[config.mk]
export PLATFORM = sky130hd
export DESIGN_NAME = stop_and_wait_arq_sender_core
export DESIGN_NICKNAME = d
export VERILOG_FILES = /design/src/hw/rtl/sawas_pkg.sv /design/src/hw/rtl/sawas_front.sv /design/src/hw/rtl/sawas_fifo.sv /design/src/hw/rtl/sawas_back.sv /design/src/hw/rtl/stop_and_wait_arq_sender_core.sv
export SDC_FILE = /design/constraint.sdc
export NUM_CORES = 1
export LEC_CHECK = 0
export ABC_AREA = 1
export BUFFER_PORTS_ARGS = -buffer_cell sky130_fd_sc_hd__clkbuf_2
export CORE_UTILIZATION = 35
export CTS_CLUSTER_DIAMETER = 120
export DETAILED_ROUTE_END_ITERATION = 8
export PLACE_DENSITY = 0.61
export SLEW_MARGIN = 40
export SYNTH_ARGS = -nofsm -noshare
export SYNTH_HDL_FRONTEND = slang
export SYNTH_HIERARCHICAL = 1
export SYNTH_SLANG_ARGS = --single-unit
[constraint.sdc]
create_clock -name clk_i -period 6 [get_ports clk_i]
set_input_delay 0.3 -clock clk_i [delete_from_list [all_inputs] [get_ports clk_i]]
set_output_delay 0.3 -clock clk_i [all_outputs]
set_load 0.1 [all_outputs]
[src/hw/rtl/sawas_pkg.sv]
`timescale 1ns / 1ps
`default_nettype none
// ----------------------------------------------------------------------------
// sawas_pkg
// Types, codes and checksum helpers shared by the stop-and-wait ARQ sender.
// ----------------------------------------------------------------------------
package sawas_pkg;

  localparam int unsigned MAX_CHUNK       = 4096;
  localparam int unsigned SEQ_MODULUS_DEF = 256;
  localparam int unsigned QUEUE_DEPTH     = 2;
  localparam int unsigned CFG_IDX_W       = 2;

  localparam logic [2:0] OP_CONNECT    = 3'd0;
  localparam logic [2:0] OP_SEND       = 3'd1;
  localparam logic [2:0] OP_FINISH     = 3'd2;
  localparam logic [2:0] OP_DISCONNECT = 3'd3;
  localparam logic [2:0] OP_RX_HEADER  = 3'd4;
  localparam logic [2:0] OP_TICK       = 3'd5;

  localparam logic [15:0] FL_DATA     = 16'h0000;
  localparam logic [15:0] FL_SYN      = 16'h0001;
  localparam logic [15:0] FL_ACK      = 16'h0002;
  localparam logic [15:0] FL_SYN_ACK  = 16'h0003;
  localparam logic [15:0] FL_FIN      = 16'h0004;
  localparam logic [15:0] FL_OVER     = 16'h0007;
  localparam logic [15:0] FL_OVER_ACK = 16'h000A;

  localparam logic [CFG_IDX_W-1:0] CFG_DATA_TIMEOUT    = 2'd0;
  localparam logic [CFG_IDX_W-1:0] CFG_CONNECT_TIMEOUT = 2'd1;
  localparam logic [CFG_IDX_W-1:0] CFG_CLOSE_TIMEOUT   = 2'd2;

  localparam logic [31:0] DATA_TIMEOUT_RST    = 32'd500;
  localparam logic [31:0] CONNECT_TIMEOUT_RST = 32'd75000;
  localparam logic [31:0] CLOSE_TIMEOUT_RST   = 32'd37500;

  typedef enum logic [3:0] {
    PH_IDLE          = 4'd0,
    PH_WAIT_SYNACK   = 4'd1,
    PH_CONNECTED     = 4'd2,
    PH_WAIT_DATA_ACK = 4'd3,
    PH_WAIT_OVER_ACK = 4'd4,
    PH_WAIT_FIN_ACK  = 4'd5,
    PH_WAIT_FIN      = 4'd6,
    PH_CLOSED        = 4'd7,
    PH_FAILED        = 4'd8
  } sawas_phase_e;

  typedef enum logic [2:0] {
    EV_NONE     = 3'd0,
    EV_NEW      = 3'd1,
    EV_RETX     = 3'd2,
    EV_ACCEPT   = 3'd3,
    EV_REJECT   = 3'd4,
    EV_CONNFAIL = 3'd5,
    EV_IGNORED  = 3'd6
  } sawas_event_e;

  typedef enum logic [2:0] {
    KIND_CONNECT,
    KIND_SEND,
    KIND_FINISH,
    KIND_DISCONNECT,
    KIND_RX,
    KIND_TICK,
    KIND_NONE
  } sawas_kind_e;

  typedef struct packed {
    logic [2:0]  operation;
    logic [12:0] chunk_len;
    logic [15:0] payload_sum;
    logic [15:0] rx_len;
    logic [15:0] rx_checksum;
    logic [15:0] rx_flag;
    logic [15:0] rx_ack;
    logic [15:0] rx_seq;
  } sawas_in_t;

  typedef struct packed {
    logic        send_now;
    logic [15:0] tx_len;
    logic [15:0] tx_checksum;
    logic [15:0] tx_flag;
    logic [15:0] tx_ack;
    logic [15:0] tx_seq;
    logic [3:0]  phase_now;
    logic [2:0]  event_code;
  } sawas_out_t;

  // classified command passed from front to back
  typedef struct packed {
    sawas_kind_e kind;
    logic        chunk_ok;
    logic [12:0] chunk_len;
    logic [15:0] part_sum;
    logic        rx_ok;
    logic        rx_synack_ok;
    logic        rx_overack_ok;
    logic        rx_ack_ok;
    logic        rx_fin_ok;
    logic [15:0] rx_ack;
  } sawas_cmd_t;

  typedef struct packed {
    logic [15:0] len;
    logic [15:0] checksum;
    logic [15:0] flag;
    logic [15:0] seq;
  } sawas_hdr_t;

  function automatic logic [15:0] ones_add(logic [15:0] a, logic [15:0] b);
    logic [16:0] s;
    s = {1'b0, a} + {1'b0, b};
    return s[15:0] + {15'd0, s[16]};
  endfunction

  function automatic sawas_hdr_t build_hdr(logic [15:0] len, logic [15:0] flag,
                                           logic [15:0] seq, logic [15:0] part);
    sawas_hdr_t h;
    h.len      = len;
    h.flag     = flag;
    h.seq      = seq;
    h.checksum = ~ones_add(ones_add(part, flag), seq);
    return h;
  endfunction

endpackage
`default_nettype wire

[src/hw/rtl/sawas_front.sv]
`timescale 1ns / 1ps
`default_nettype none
// ----------------------------------------------------------------------------
// sawas_front
// Decodes input beats and checks received headers before they are queued.
// ----------------------------------------------------------------------------
module sawas_front
  import sawas_pkg::*;
(
  input  sawas_in_t  in_i,
  output sawas_cmd_t cmd_o
);

  logic [15:0] rx_sum;
  logic [15:0] len16;

  assign len16  = {3'd0, in_i.chunk_len};
  assign rx_sum = ones_add(ones_add(ones_add(ones_add(in_i.rx_len, in_i.rx_checksum),
                                             in_i.rx_flag), in_i.rx_ack), in_i.rx_seq);

  always_comb begin
    unique case (in_i.operation)
      OP_CONNECT:    cmd_o.kind = KIND_CONNECT;
      OP_SEND:       cmd_o.kind = KIND_SEND;
      OP_FINISH:     cmd_o.kind = KIND_FINISH;
      OP_DISCONNECT: cmd_o.kind = KIND_DISCONNECT;
      OP_RX_HEADER:  cmd_o.kind = KIND_RX;
      OP_TICK:       cmd_o.kind = KIND_TICK;
      default:       cmd_o.kind = KIND_NONE;
    endcase
    cmd_o.chunk_ok      = {4'd0, in_i.chunk_len} <= 17'(MAX_CHUNK);
    cmd_o.chunk_len     = in_i.chunk_len;
    cmd_o.part_sum      = ones_add(len16, in_i.payload_sum);
    cmd_o.rx_ok         = rx_sum == 16'hFFFF;
    cmd_o.rx_synack_ok  = cmd_o.rx_ok && (in_i.rx_flag == FL_SYN_ACK);
    cmd_o.rx_overack_ok = cmd_o.rx_ok && (in_i.rx_flag == FL_OVER_ACK);
    cmd_o.rx_ack_ok     = cmd_o.rx_ok && (in_i.rx_flag == FL_ACK);
    cmd_o.rx_fin_ok     = cmd_o.rx_ok && (in_i.rx_flag == FL_FIN);
    cmd_o.rx_ack        = in_i.rx_ack;
  end

endmodule
`default_nettype wire

[src/hw/rtl/sawas_fifo.sv]
`timescale 1ns / 1ps
`default_nettype none
// ----------------------------------------------------------------------------
// sawas_fifo
// Short command queue between the front and back parts.
// ----------------------------------------------------------------------------
module sawas_fifo
  import sawas_pkg::*;
(
  input  logic       clk_i,
  input  logic       rst_ni,
  input  logic       push_i,
  input  sawas_cmd_t data_i,
  output logic       full_o,
  input  logic       pop_i,
  output logic       valid_o,
  output sawas_cmd_t data_o
);

  localparam int unsigned PTR_W = (QUEUE_DEPTH > 1) ? $clog2(QUEUE_DEPTH) : 1;
  localparam int unsigned CNT_W = $clog2(QUEUE_DEPTH + 1);

  sawas_cmd_t       mem_q [QUEUE_DEPTH];
  logic [PTR_W-1:0] wr_ptr_q, rd_ptr_q;
  logic [CNT_W-1:0] count_q;
  logic             do_push, do_pop;

  assign full_o  = count_q == CNT_W'(QUEUE_DEPTH);
  assign valid_o = count_q != '0;
  assign data_o  = mem_q[rd_ptr_q];
  assign do_push = push_i && !full_o;
  assign do_pop  = pop_i && valid_o;

  function automatic logic [PTR_W-1:0] ptr_inc(logic [PTR_W-1:0] p);
    return (p == PTR_W'(QUEUE_DEPTH - 1)) ? '0 : p + PTR_W'(1);
  endfunction

  always_ff @(posedge clk_i) begin
    if (do_push) begin
      mem_q[wr_ptr_q] <= data_i;
    end
  end

  always_ff @(posedge clk_i or negedge rst_ni) begin
    if (!rst_ni) begin
      wr_ptr_q <= '0;
      rd_ptr_q <= '0;
      count_q  <= '0;
    end else begin
      if (do_push) begin
        wr_ptr_q <= ptr_inc(wr_ptr_q);
      end
      if (do_pop) begin
        rd_ptr_q <= ptr_inc(rd_ptr_q);
      end
      if (do_push && !do_pop) begin
        count_q <= count_q + CNT_W'(1);
      end else if (do_pop && !do_push) begin
        count_q <= count_q - CNT_W'(1);
      end
    end
  end

endmodule
`default_nettype wire

[src/hw/rtl/sawas_back.sv]
`timescale 1ns / 1ps
`default_nettype none
// ----------------------------------------------------------------------------
// sawas_back
// Protocol state machine, timers, header build and result register.
// ----------------------------------------------------------------------------
module sawas_back
  import sawas_pkg::*;
#(
  parameter int unsigned SEQ_MODULUS = SEQ_MODULUS_DEF
) (
  input  logic                 clk_i,
  input  logic                 rst_ni,
  input  logic                 cmd_valid_i,
  input  sawas_cmd_t           cmd_i,
  output logic                 cmd_pop_o,
  input  logic                 cfg_valid_i,
  input  logic [CFG_IDX_W-1:0] cfg_index_i,
  input  logic [31:0]          cfg_data_i,
  output logic                 out_valid_o,
  input  logic                 out_ready_i,
  output sawas_out_t           out_data_o
);

  localparam int unsigned SEQ_W = (SEQ_MODULUS > 1) ? $clog2(SEQ_MODULUS) : 1;

  sawas_phase_e     phase_q, phase_d;
  logic [SEQ_W-1:0] seq_q, seq_d, seq_inc;
  logic [31:0]      wait_q, wait_d;
  sawas_hdr_t       last_q, last_d;
  logic [31:0]      data_to_q, conn_to_q, close_to_q;
  logic             out_valid_q;
  sawas_out_t       out_q, out_d;
  logic             fire;
  logic             send;
  sawas_event_e     ev;
  logic [32:0]      wait_inc;
  logic [31:0]      limit;
  logic             has_timer;

  assign fire      = cmd_valid_i && (!out_valid_q || out_ready_i);
  assign cmd_pop_o = fire;
  assign out_valid_o = out_valid_q;
  assign out_data_o  = out_q;

  assign seq_inc  = (seq_q == SEQ_W'(SEQ_MODULUS - 1)) ? '0 : seq_q + SEQ_W'(1);
  assign wait_inc = {1'b0, wait_q} + 33'd1;

  always_comb begin
    phase_d   = phase_q;
    seq_d     = seq_q;
    wait_d    = wait_q;
    last_d    = last_q;
    send      = 1'b0;
    ev        = EV_IGNORED;
    limit     = data_to_q;
    has_timer = 1'b0;
    unique case (cmd_i.kind)
      KIND_CONNECT: begin
        if (phase_q == PH_IDLE || phase_q == PH_CLOSED || phase_q == PH_FAILED) begin
          seq_d   = '0;
          last_d  = build_hdr(16'd0, FL_SYN, 16'd0, 16'd0);
          phase_d = PH_WAIT_SYNACK;
          wait_d  = '0;
          send    = 1'b1;
          ev      = EV_NEW;
        end
      end
      KIND_SEND: begin
        if (phase_q == PH_CONNECTED && cmd_i.chunk_ok) begin
          last_d  = build_hdr({3'd0, cmd_i.chunk_len}, FL_DATA, 16'(seq_q), cmd_i.part_sum);
          phase_d = PH_WAIT_DATA_ACK;
          wait_d  = '0;
          send    = 1'b1;
          ev      = EV_NEW;
        end
      end
      KIND_FINISH: begin
        if (phase_q == PH_CONNECTED) begin
          last_d  = build_hdr(16'd0, FL_OVER, 16'd0, 16'd0);
          phase_d = PH_WAIT_OVER_ACK;
          wait_d  = '0;
          send    = 1'b1;
          ev      = EV_NEW;
        end
      end
      KIND_DISCONNECT: begin
        if (phase_q == PH_CONNECTED) begin
          last_d  = build_hdr(16'd0, FL_FIN, 16'd0, 16'd0);
          phase_d = PH_WAIT_FIN_ACK;
          wait_d  = '0;
          send    = 1'b1;
          ev      = EV_NEW;
        end
      end
      KIND_RX: begin
        unique case (phase_q)
          PH_WAIT_SYNACK: begin
            if (cmd_i.rx_synack_ok) begin
              last_d  = build_hdr(16'd0, FL_ACK, 16'd1, 16'd0);
              phase_d = PH_CONNECTED;
              send    = 1'b1;
              ev      = EV_ACCEPT;
            end else begin
              phase_d = PH_FAILED;
              ev      = EV_CONNFAIL;
            end
          end
          PH_WAIT_DATA_ACK: begin
            if (cmd_i.rx_ok && cmd_i.rx_ack == 16'(seq_inc)) begin
              seq_d   = seq_inc;
              phase_d = PH_CONNECTED;
              ev      = EV_ACCEPT;
            end else begin
              wait_d = '0;
              send   = 1'b1;
              ev     = EV_REJECT;
            end
          end
          PH_WAIT_OVER_ACK: begin
            if (cmd_i.rx_overack_ok) begin
              phase_d = PH_CONNECTED;
              ev      = EV_ACCEPT;
            end else begin
              ev = EV_REJECT;
            end
          end
          PH_WAIT_FIN_ACK: begin
            if (cmd_i.rx_ack_ok) begin
              phase_d = PH_WAIT_FIN;
              ev      = EV_ACCEPT;
            end else begin
              ev = EV_REJECT;
            end
          end
          PH_WAIT_FIN: begin
            if (cmd_i.rx_fin_ok) begin
              last_d  = build_hdr(16'd0, FL_ACK, 16'd1, 16'd0);
              phase_d = PH_CLOSED;
              send    = 1'b1;
              ev      = EV_ACCEPT;
            end else begin
              ev = EV_REJECT;
            end
          end
          default: ;
        endcase
      end
      KIND_TICK: begin
        ev = EV_NONE;
        unique case (phase_q)
          PH_WAIT_SYNACK: begin
            limit     = conn_to_q;
            has_timer = 1'b1;
          end
          PH_WAIT_DATA_ACK, PH_WAIT_OVER_ACK: begin
            limit     = data_to_q;
            has_timer = 1'b1;
          end
          PH_WAIT_FIN_ACK: begin
            limit     = close_to_q;
            has_timer = 1'b1;
          end
          default: ;
        endcase
        if (has_timer) begin
          if (wait_inc >= {1'b0, limit}) begin
            wait_d = '0;
            send   = 1'b1;
            ev     = EV_RETX;
          end else begin
            wait_d = wait_inc[31:0];
          end
        end
      end
      default: ;
    endcase

    out_d.send_now    = send;
    out_d.tx_len      = send ? last_d.len : 16'd0;
    out_d.tx_checksum = send ? last_d.checksum : 16'd0;
    out_d.tx_flag     = send ? last_d.flag : 16'd0;
    out_d.tx_ack      = 16'd0;
    out_d.tx_seq      = send ? last_d.seq : 16'd0;
    out_d.phase_now   = phase_d;
    out_d.event_code  = ev;
  end

  always_ff @(posedge clk_i or negedge rst_ni) begin
    if (!rst_ni) begin
      phase_q <= PH_IDLE;
      seq_q   <= '0;
      wait_q  <= '0;
      last_q  <= '0;
    end else if (fire) begin
      phase_q <= phase_d;
      seq_q   <= seq_d;
      wait_q  <= wait_d;
      last_q  <= last_d;
    end
  end

  always_ff @(posedge clk_i or negedge rst_ni) begin
    if (!rst_ni) begin
      data_to_q  <= DATA_TIMEOUT_RST;
      conn_to_q  <= CONNECT_TIMEOUT_RST;
      close_to_q <= CLOSE_TIMEOUT_RST;
    end else if (cfg_valid_i) begin
      unique case (cfg_index_i)
        CFG_DATA_TIMEOUT:    data_to_q  <= cfg_data_i;
        CFG_CONNECT_TIMEOUT: conn_to_q  <= cfg_data_i;
        CFG_CLOSE_TIMEOUT:   close_to_q <= cfg_data_i;
        default: ;
      endcase
    end
  end

  // result register
  always_ff @(posedge clk_i or negedge rst_ni) begin
    if (!rst_ni) begin
      out_valid_q <= 1'b0;
    end else if (fire) begin
      out_valid_q <= 1'b1;
    end else if (out_ready_i) begin
      out_valid_q <= 1'b0;
    end
  end

  always_ff @(posedge clk_i) begin
    if (fire) begin
      out_q <= out_d;
    end
  end

endmodule
`default_nettype wire

[src/hw/rtl/stop_and_wait_arq_sender_core.sv]
`timescale 1ns / 1ps
`default_nettype none
// ----------------------------------------------------------------------------
// stop_and_wait_arq_sender_core
// Sender side of a stop-and-wait ARQ link with five-word headers.
// ----------------------------------------------------------------------------
// One beat is accepted per cycle while the queue is not full; each accepted
// beat yields exactly one result beat, offered by the result register. The
// front decodes the command and checks the received header checksum, a
// two-entry queue decouples it from the back, and the back updates the
// protocol state, timer and header per beat, so the sustained rate is one
// beat per cycle while the output is not stalled. Configuration writes are
// always taken and must be issued only while the block is idle.
module stop_and_wait_arq_sender_core
  import sawas_pkg::*;
#(
  parameter int unsigned SEQ_MODULUS = SEQ_MODULUS_DEF
) (
  input  logic                 clk_i,
  input  logic                 rst_ni,
  input  logic                 in_valid_i,
  output logic                 in_ready_o,
  input  sawas_in_t            in_data_i,
  output logic                 out_valid_o,
  input  logic                 out_ready_i,
  output sawas_out_t           out_data_o,
  input  logic                 cfg_valid_i,
  output logic                 cfg_ready_o,
  input  logic [CFG_IDX_W-1:0] cfg_index_i,
  input  logic [31:0]          cfg_data_i
);

  sawas_cmd_t front_cmd, queue_cmd;
  logic       queue_full, queue_valid, queue_pop;

  assign in_ready_o  = !queue_full;
  assign cfg_ready_o = 1'b1;

  sawas_front u_front (
    .in_i  (in_data_i),
    .cmd_o (front_cmd)
  );

  sawas_fifo u_fifo (
    .clk_i   (clk_i),
    .rst_ni  (rst_ni),
    .push_i  (in_valid_i),
    .data_i  (front_cmd),
    .full_o  (queue_full),
    .pop_i   (queue_pop),
    .valid_o (queue_valid),
    .data_o  (queue_cmd)
  );

  sawas_back #(
    .SEQ_MODULUS (SEQ_MODULUS)
  ) u_back (
    .clk_i       (clk_i),
    .rst_ni      (rst_ni),
    .cmd_valid_i (queue_valid),
    .cmd_i       (queue_cmd),
    .cmd_pop_o   (queue_pop),
    .cfg_valid_i (cfg_valid_i),
    .cfg_index_i (cfg_index_i),
    .cfg_data_i  (cfg_data_i),
    .out_valid_o (out_valid_o),
    .out_ready_i (out_ready_i),
    .out_data_o  (out_data_o)
  );

endmodule
`default_nettype wire

**Word level (Yosys, flattened, before mapping)**

Memory sizes are Yosys's and may differ from the RTL's.
Cells that the tools add are included.

- Flip-flop bits (word level): 281
- Bits in latches: 0
- Memory bits (writable): 108
- Memory bits (read-only): 0
- Input port bits: 151
- Output and inout bits: 91
- Word-level logic and storage cells: 179
- Memories: 1

- $add $sub $neg: 18
- $mul: 0
- Divide/modulo/power cells: 0
- $lt $le $gt $ge: 2
- Eq/ne operators: 35
- Shifts and indexed selects: 0
- Muxes and demuxes: 67
- Bitwise logic cells: 1
- Reduce and logical (&&, ||, !) cells: 34

Memories:

| memory | words | width | rd ports | clocked after memory_dff | write ports | line | source |
|---|---|---|---|---|---|---|---|
| u_fifo.mem_q | 2 | 54 | 1 | 0 | 1 | sawas_fifo.sv:23 | `sawas_cmd_t mem_q [QUEUE_DEPTH];` |

Operators with widths:

| operator | count |
|---|---|
| two-way mux 64 bit | 6 |
| one-hot mux 64 bit (5 select lines) | 1 |
| two-way mux 32 bit | 8 |
| one-hot mux 32 bit (5 select lines) | 1 |
| one-hot mux 64 bit (2 select lines) | 1 |
| adder 16 x 1 -> 16 bit | 6 |
| adder 16 x 16 -> 17 bit | 4 |
| one-hot mux 32 bit (2 select lines) | 1 |
| one-hot mux 4 bit (5 select lines) | 2 |
| two-way mux 4 bit | 9 |
| adder 32 x 1 -> 33 bit, second input constant | 1 |
| greater-or-equal comparator 33 x 32 -> 1 bit | 1 |
| == test 16 x 2 -> 1 bit, second input constant | 2 |
| two-way mux 8 bit | 4 |
| one-hot mux 3 bit (5 select lines) | 2 |
| two-way mux 3 bit | 9 |
| one-hot mux 3 bit (6 select lines) | 1 |
| adder 13 x 16 -> 17 bit | 1 |
| adder 16 x 8 -> 17 bit | 1 |
| == test 16 bit, second input constant | 1 |
| == test 16 x 3 -> 1 bit, second input constant | 1 |
| == test 16 x 4 -> 1 bit, second input constant | 1 |
| == test 16 x 8 -> 1 bit | 1 |
| == test 4 x 3 -> 1 bit, second input constant | 4 |
| other kinds (35) | 88 |

**Longest topological paths before layout**

- Depth in word-level cells: 10
- Gate-level depth with buffers: 81
- Gate-level depth less buffers: 81

**Hierarchy**

Netlist, hierarchy kept.

Modules (own cells, without submodules):

| module | instances | cells an instance | area each (µm²) | seq. area each (µm²) |
|---|---|---|---|---|
| sawas_back | 1 | 1,800 | 14,933.1 | 7,319.5 |
| sawas_front | 1 | 1,177 | 6,585.1 | 0.0 |
| sawas_fifo | 1 | 313 | 4,185.3 | 3,343.2 |
| stop_and_wait_arq_sender_core | 1 | 3 | 15.0 | 0.0 |

**Worst setup path before layout**

Ideal clock, no wire load.

- Path type: input to register
- Start point: input in_data_i[48] (netlist bit)
- End point: memory u_fifo/mem_q[0][16] (netlist bit) (data pin)
- Library setup time: 0.148 ns
- Data arrival time: 9.335 ns
- Setup slack: -3.484 ns
- Cell stages on the path: 80
- Buffers on the path: 0
- Path through: ha_1 inv_1 fa_1 inv_1 nand3_1 nand2_2 nand2_1 nand2_1 nand3_1 nand2_1 a21oi_1 o21bai_1 ha_1 nand2_1 nor2_1 nand3_1 nor2_1 nand2_1 [44 not listed] nand2_1 nand2_1 a21oi_1 o21bai_1 ha_1 ha_1 nand3_1 inv_1 nand3_1 nor2_1 nand2_2 nor2_2 nand2_1 nand2_1 nand2_1 nor2_1 nand3_2 nor2_1

RTL lines:

| element | line | source |
|---|---|---|
| start, declared | stop_and_wait_arq_sender_core.sv:23 | `input sawas_in_t in_data_i,` |
| end, declared | sawas_fifo.sv:23 |  |

==> impl_metrics.toml <==
[power_and_ir_drop]
power_frac_clock_pct = 14.6
p_seq_share_pct = 20.7
p_sw_share_pct = 49.2
power_density_nw_per_um2 = 565
p_switching_uw = 8980
power_leakage_uw = 0.0159
internal_power_uw = 9260
vdd.ir_drop.worst_uv = 465
combinationalPowerShare_pct = 64.6

[global_route]
antenna_found_initial = 4
grt_max_degree = 97
first_global_vias = 21508
grt_pass1_wl_mm = 112
grt-ovfl-total = 0
track_usage_pct = 18.4

[setup_path]
r2r_end = "u_back/last_q[28]"
crit_type = "input port to flop"
crit_path_start = "in_data_i[51]"
critPathMostFrequentCell = "nand2_2"
critPathCapture = "u_fifo/mem_q[1][18]"
rrSetupSlack_ns = 1.39
worst_setup_path_start_kind = "input port"
arrival_ns = 9.45
r2r_cells = 14
max_stage_delay_ns = 0.37
cp_max_fo = 5
crit_slowest_cell = "nor4_4"
r2r_start = "u_fifo/rd_ptr_q"
cp-end-kind = "flop"
cp_data_required_time_ns = 6.30

[hold_path]
min_path_type = "input port to flop"
hold_path_depth = 1

[clock_tree]
clock_path_buffers = 3
clock_latency_ns = 0.57
cts_made_buffers = 42
clock_sinks = 389
cts_root_buffer = "clkbuf_16"
htreeDepth = 2
clk_pin_slew_worst_paths_ns = 0.06
tritoncts = "built"

[final_layout]
nFillCells = 7325
final_util_pct = 44.3
area_growth_pct = 25.6
layout_commonest_cell = "nand2_1"
final_cell_mix = "967 x nand2_1, 387 x inv_1, 320 x buf_4, 244 x nor2_1, 221 x clkbuf_2"
nNetsFinal = 4103
drive_gt1_share_pct = 23.0

[yosys]
syn_area_per_cell_um2 = 7.81
yosysWarnings = 6
synth_ff_type = "dfrtp_1"
syn_inst = 3293
yosys.area_share.adder_pct = 7.03
async_flop_share_pct = 53.7
synth_compound_area_share_pct = 10.6
synth_cell_type_count = 67
synth-edff-count = 180
synth_xor_xnor_area_share_pct = 4.34
synthMuxAreaShare_pct = 0
synth_seq_area_share_pct = 41.5
synth-seq-cells = 389
syn_area_um2 = 25700
synth_top_family_by_area = "simple AND/OR/NAND/NOR gates"
yosys.area_share.simple_pct = 27.5

[sta]
fin_ws_ns = -3.15
finalCritPeriodShare_pct = 152
worst_slew_pin_slew_ns = 0.815
rsz0062_at_grt = "true"
clock-skew-final_ns = 0.0246
final-setup-viol-count = 10
maxSlewViolCount = 0
maxSlewHeadroom_pct = 45.6
fmax_ghz = 0.109
period_needed_ns = 9.15
holdWs_ns = 0.0255
hold_violations = 0

[drt]
vias = 22789
ant_nets = 0
dr.pass1.iters = 6
drt-initial-drc-count = 1229
drc_errors = 0
finalWirelength_mm = 69.4
via_per_inst = 4.74
avgRoutedWirePerCell_um = 14.4

[status]
outcome = "finished, violations left"
failed_checks = "setup timing"

[place]
io_buffer_count = 224
place.gp.congestion = 0.900
dp_hpwl_mm = 52.5

[floorplan]
dieWidth_um = 273
start_util_pct = 35.3
fp.dieH_um = 273
coreArea_um2 = 72800
die-area_um2 = 74600
io_pins = 242
rows = 99

[run]
max_cap_viol_count = 0
power by group through the flow:
| stage | clock network (uW) | logic [uW] | registers (uW) |
|---|---|---|---|
| CTS | 2750 | 11500 | 3790 |
| floorplan | 0 | 6000 | 5320 |
| detailed placement | 0 | 11200 | 3830 |
| global placement | 0 | 11200 | 3820 |
| finish | 2670 | 11800 | 3780 |
| global route | 2850 | 13000 | 3840 |
worst min-delay path by stage:
| stage | to | startpoint |
|---|---|---|
| 5_1_grt | u_fifo/mem_q[1][2] | in_data_i[18] |
| 2_1_floorplan | u_back/close_to_q[0] | rst_ni |
| 3_5_place_dp | u_back/close_to_q[20] | rst_ni |
| 6_report | u_fifo/mem_q[1][49] | in_data_i[108] |
| 4_1_cts | u_back/close_to_q[11] | cfg_data_i[11] |
| 3_3_place_gp | u_back/close_to_q[20] | rst_ni |
kinds of logic (layout without fill, tap and decap cells):
family | Yosys count | in the layout
fa+ha+maj | 141 | 141
xor+xnor | 112 | 112
other cells | 2 | 18
buf+inv | 536 | 1072
simple gates | 1648 | 1648
flops | 389 | 389
compound gates | 465 | 465
state kept, by name, indices dropped and copies added (netlist names):
signal	count
u_back/wait_q	32
u_back/last_q	64
u_back/data_to_q	32
u_fifo/mem_q	108
u_back/out_data_o	72
u_back/close_to_q	32
u_fifo/count_q	2
u_back/out_valid_o	1
u_back/phase_q	4
u_fifo/wr_ptr_q	1
u_back/conn_to_q	32
u_fifo/rd_ptr_q	1
u_back/seq_q	8
per-stage QoR:
step / cell area (um2) / TNS [ns] / setup slack [ns] / instances / power (uW)
2_1_floorplan: 26100 / -30.97 / -3.10 / 3308 / 11300
3_3_place_gp: 29800 / -38.02 / -3.81 / 4651 / 15000
3_5_place_dp: 29900 / -40.75 / -4.10 / 4654 / 15100
4_1_cts: 32000 / -30.57 / -3.07 / 4791 / 18100
5_1_grt: 32300 / -38.69 / -3.88 / 4804 / 19700
6_report: 32300 / -31.40 / -3.15 / 4804 / 18200
cells in the mapped netlist, types with 19 or more instances:
cell type	number	share of area (%)
ha_1	135	6.6
edfxtp_1	180	21
o21ai_0	181	3.5
clkbuf_1	45	0.66
nand4_1	54	1.3
xor2_1	69	2.3
dfstp_2	22	2.2
nand2_1	996	15
nand2_2	22	0.54
nor2_2	19	0.46
buf_4	48	1.4
a21oi_1	133	2.6
dfrtp_1	187	18
nor3_1	26	0.51
xnor2_1	25	0.85
nor2_1	268	3.9
inv_2	19	0.28
a22o_1	29	0.99
o21ai_2	23	0.78
nand3_1	193	3.8
inv_1	394	5.8
cell type report:
type,instances,area [um2],area share [%]
Clock buffer,56,1190,3.70
Sequential cell,389,10700,33.0
Inverter,415,1560,4.84
Timing Repair Buffer,580,3990,12.3
Clock inverter,21,225,0.697
Multi-Input combinational cell,2383,13500,41.7
Tap cell,959,1200,3.72
Antenna cell,1,2.50,0.00775
worst max-delay path: cells and delay by family:
kind | cells | cell delay [ns]
AND/OR/NAND/NOR | 41 | 4.20
XOR/XNOR | 3 | 0.47
AO/OA/AOI/OAI | 10 | 1.20
buffers and inverters | 10 | 1.05
adder cells (fa/ha/maj) | 9 | 2.19
per-layer routing:
metal	track usage (%)	up-vias	share of wire, %
li1	-	11739	-
met1	25.8	10498	48
met2	30.3	474	46
met3	2.33	72	4.4
met4	3.97	6	1.6
met5	0	-	0.049
what timing repair did:
action / CTS / global route
endpoints found under the hold margin: 87 / 0
pin swaps: 53 / 36
setup buffers: 31 / 12
resized for setup: 47 / 40
endpoints found under the setup margin: 10 / 10
gates cloned: 0 / 0
hold buffers: 29 / 0
Power figures use the tool's default switching activity.
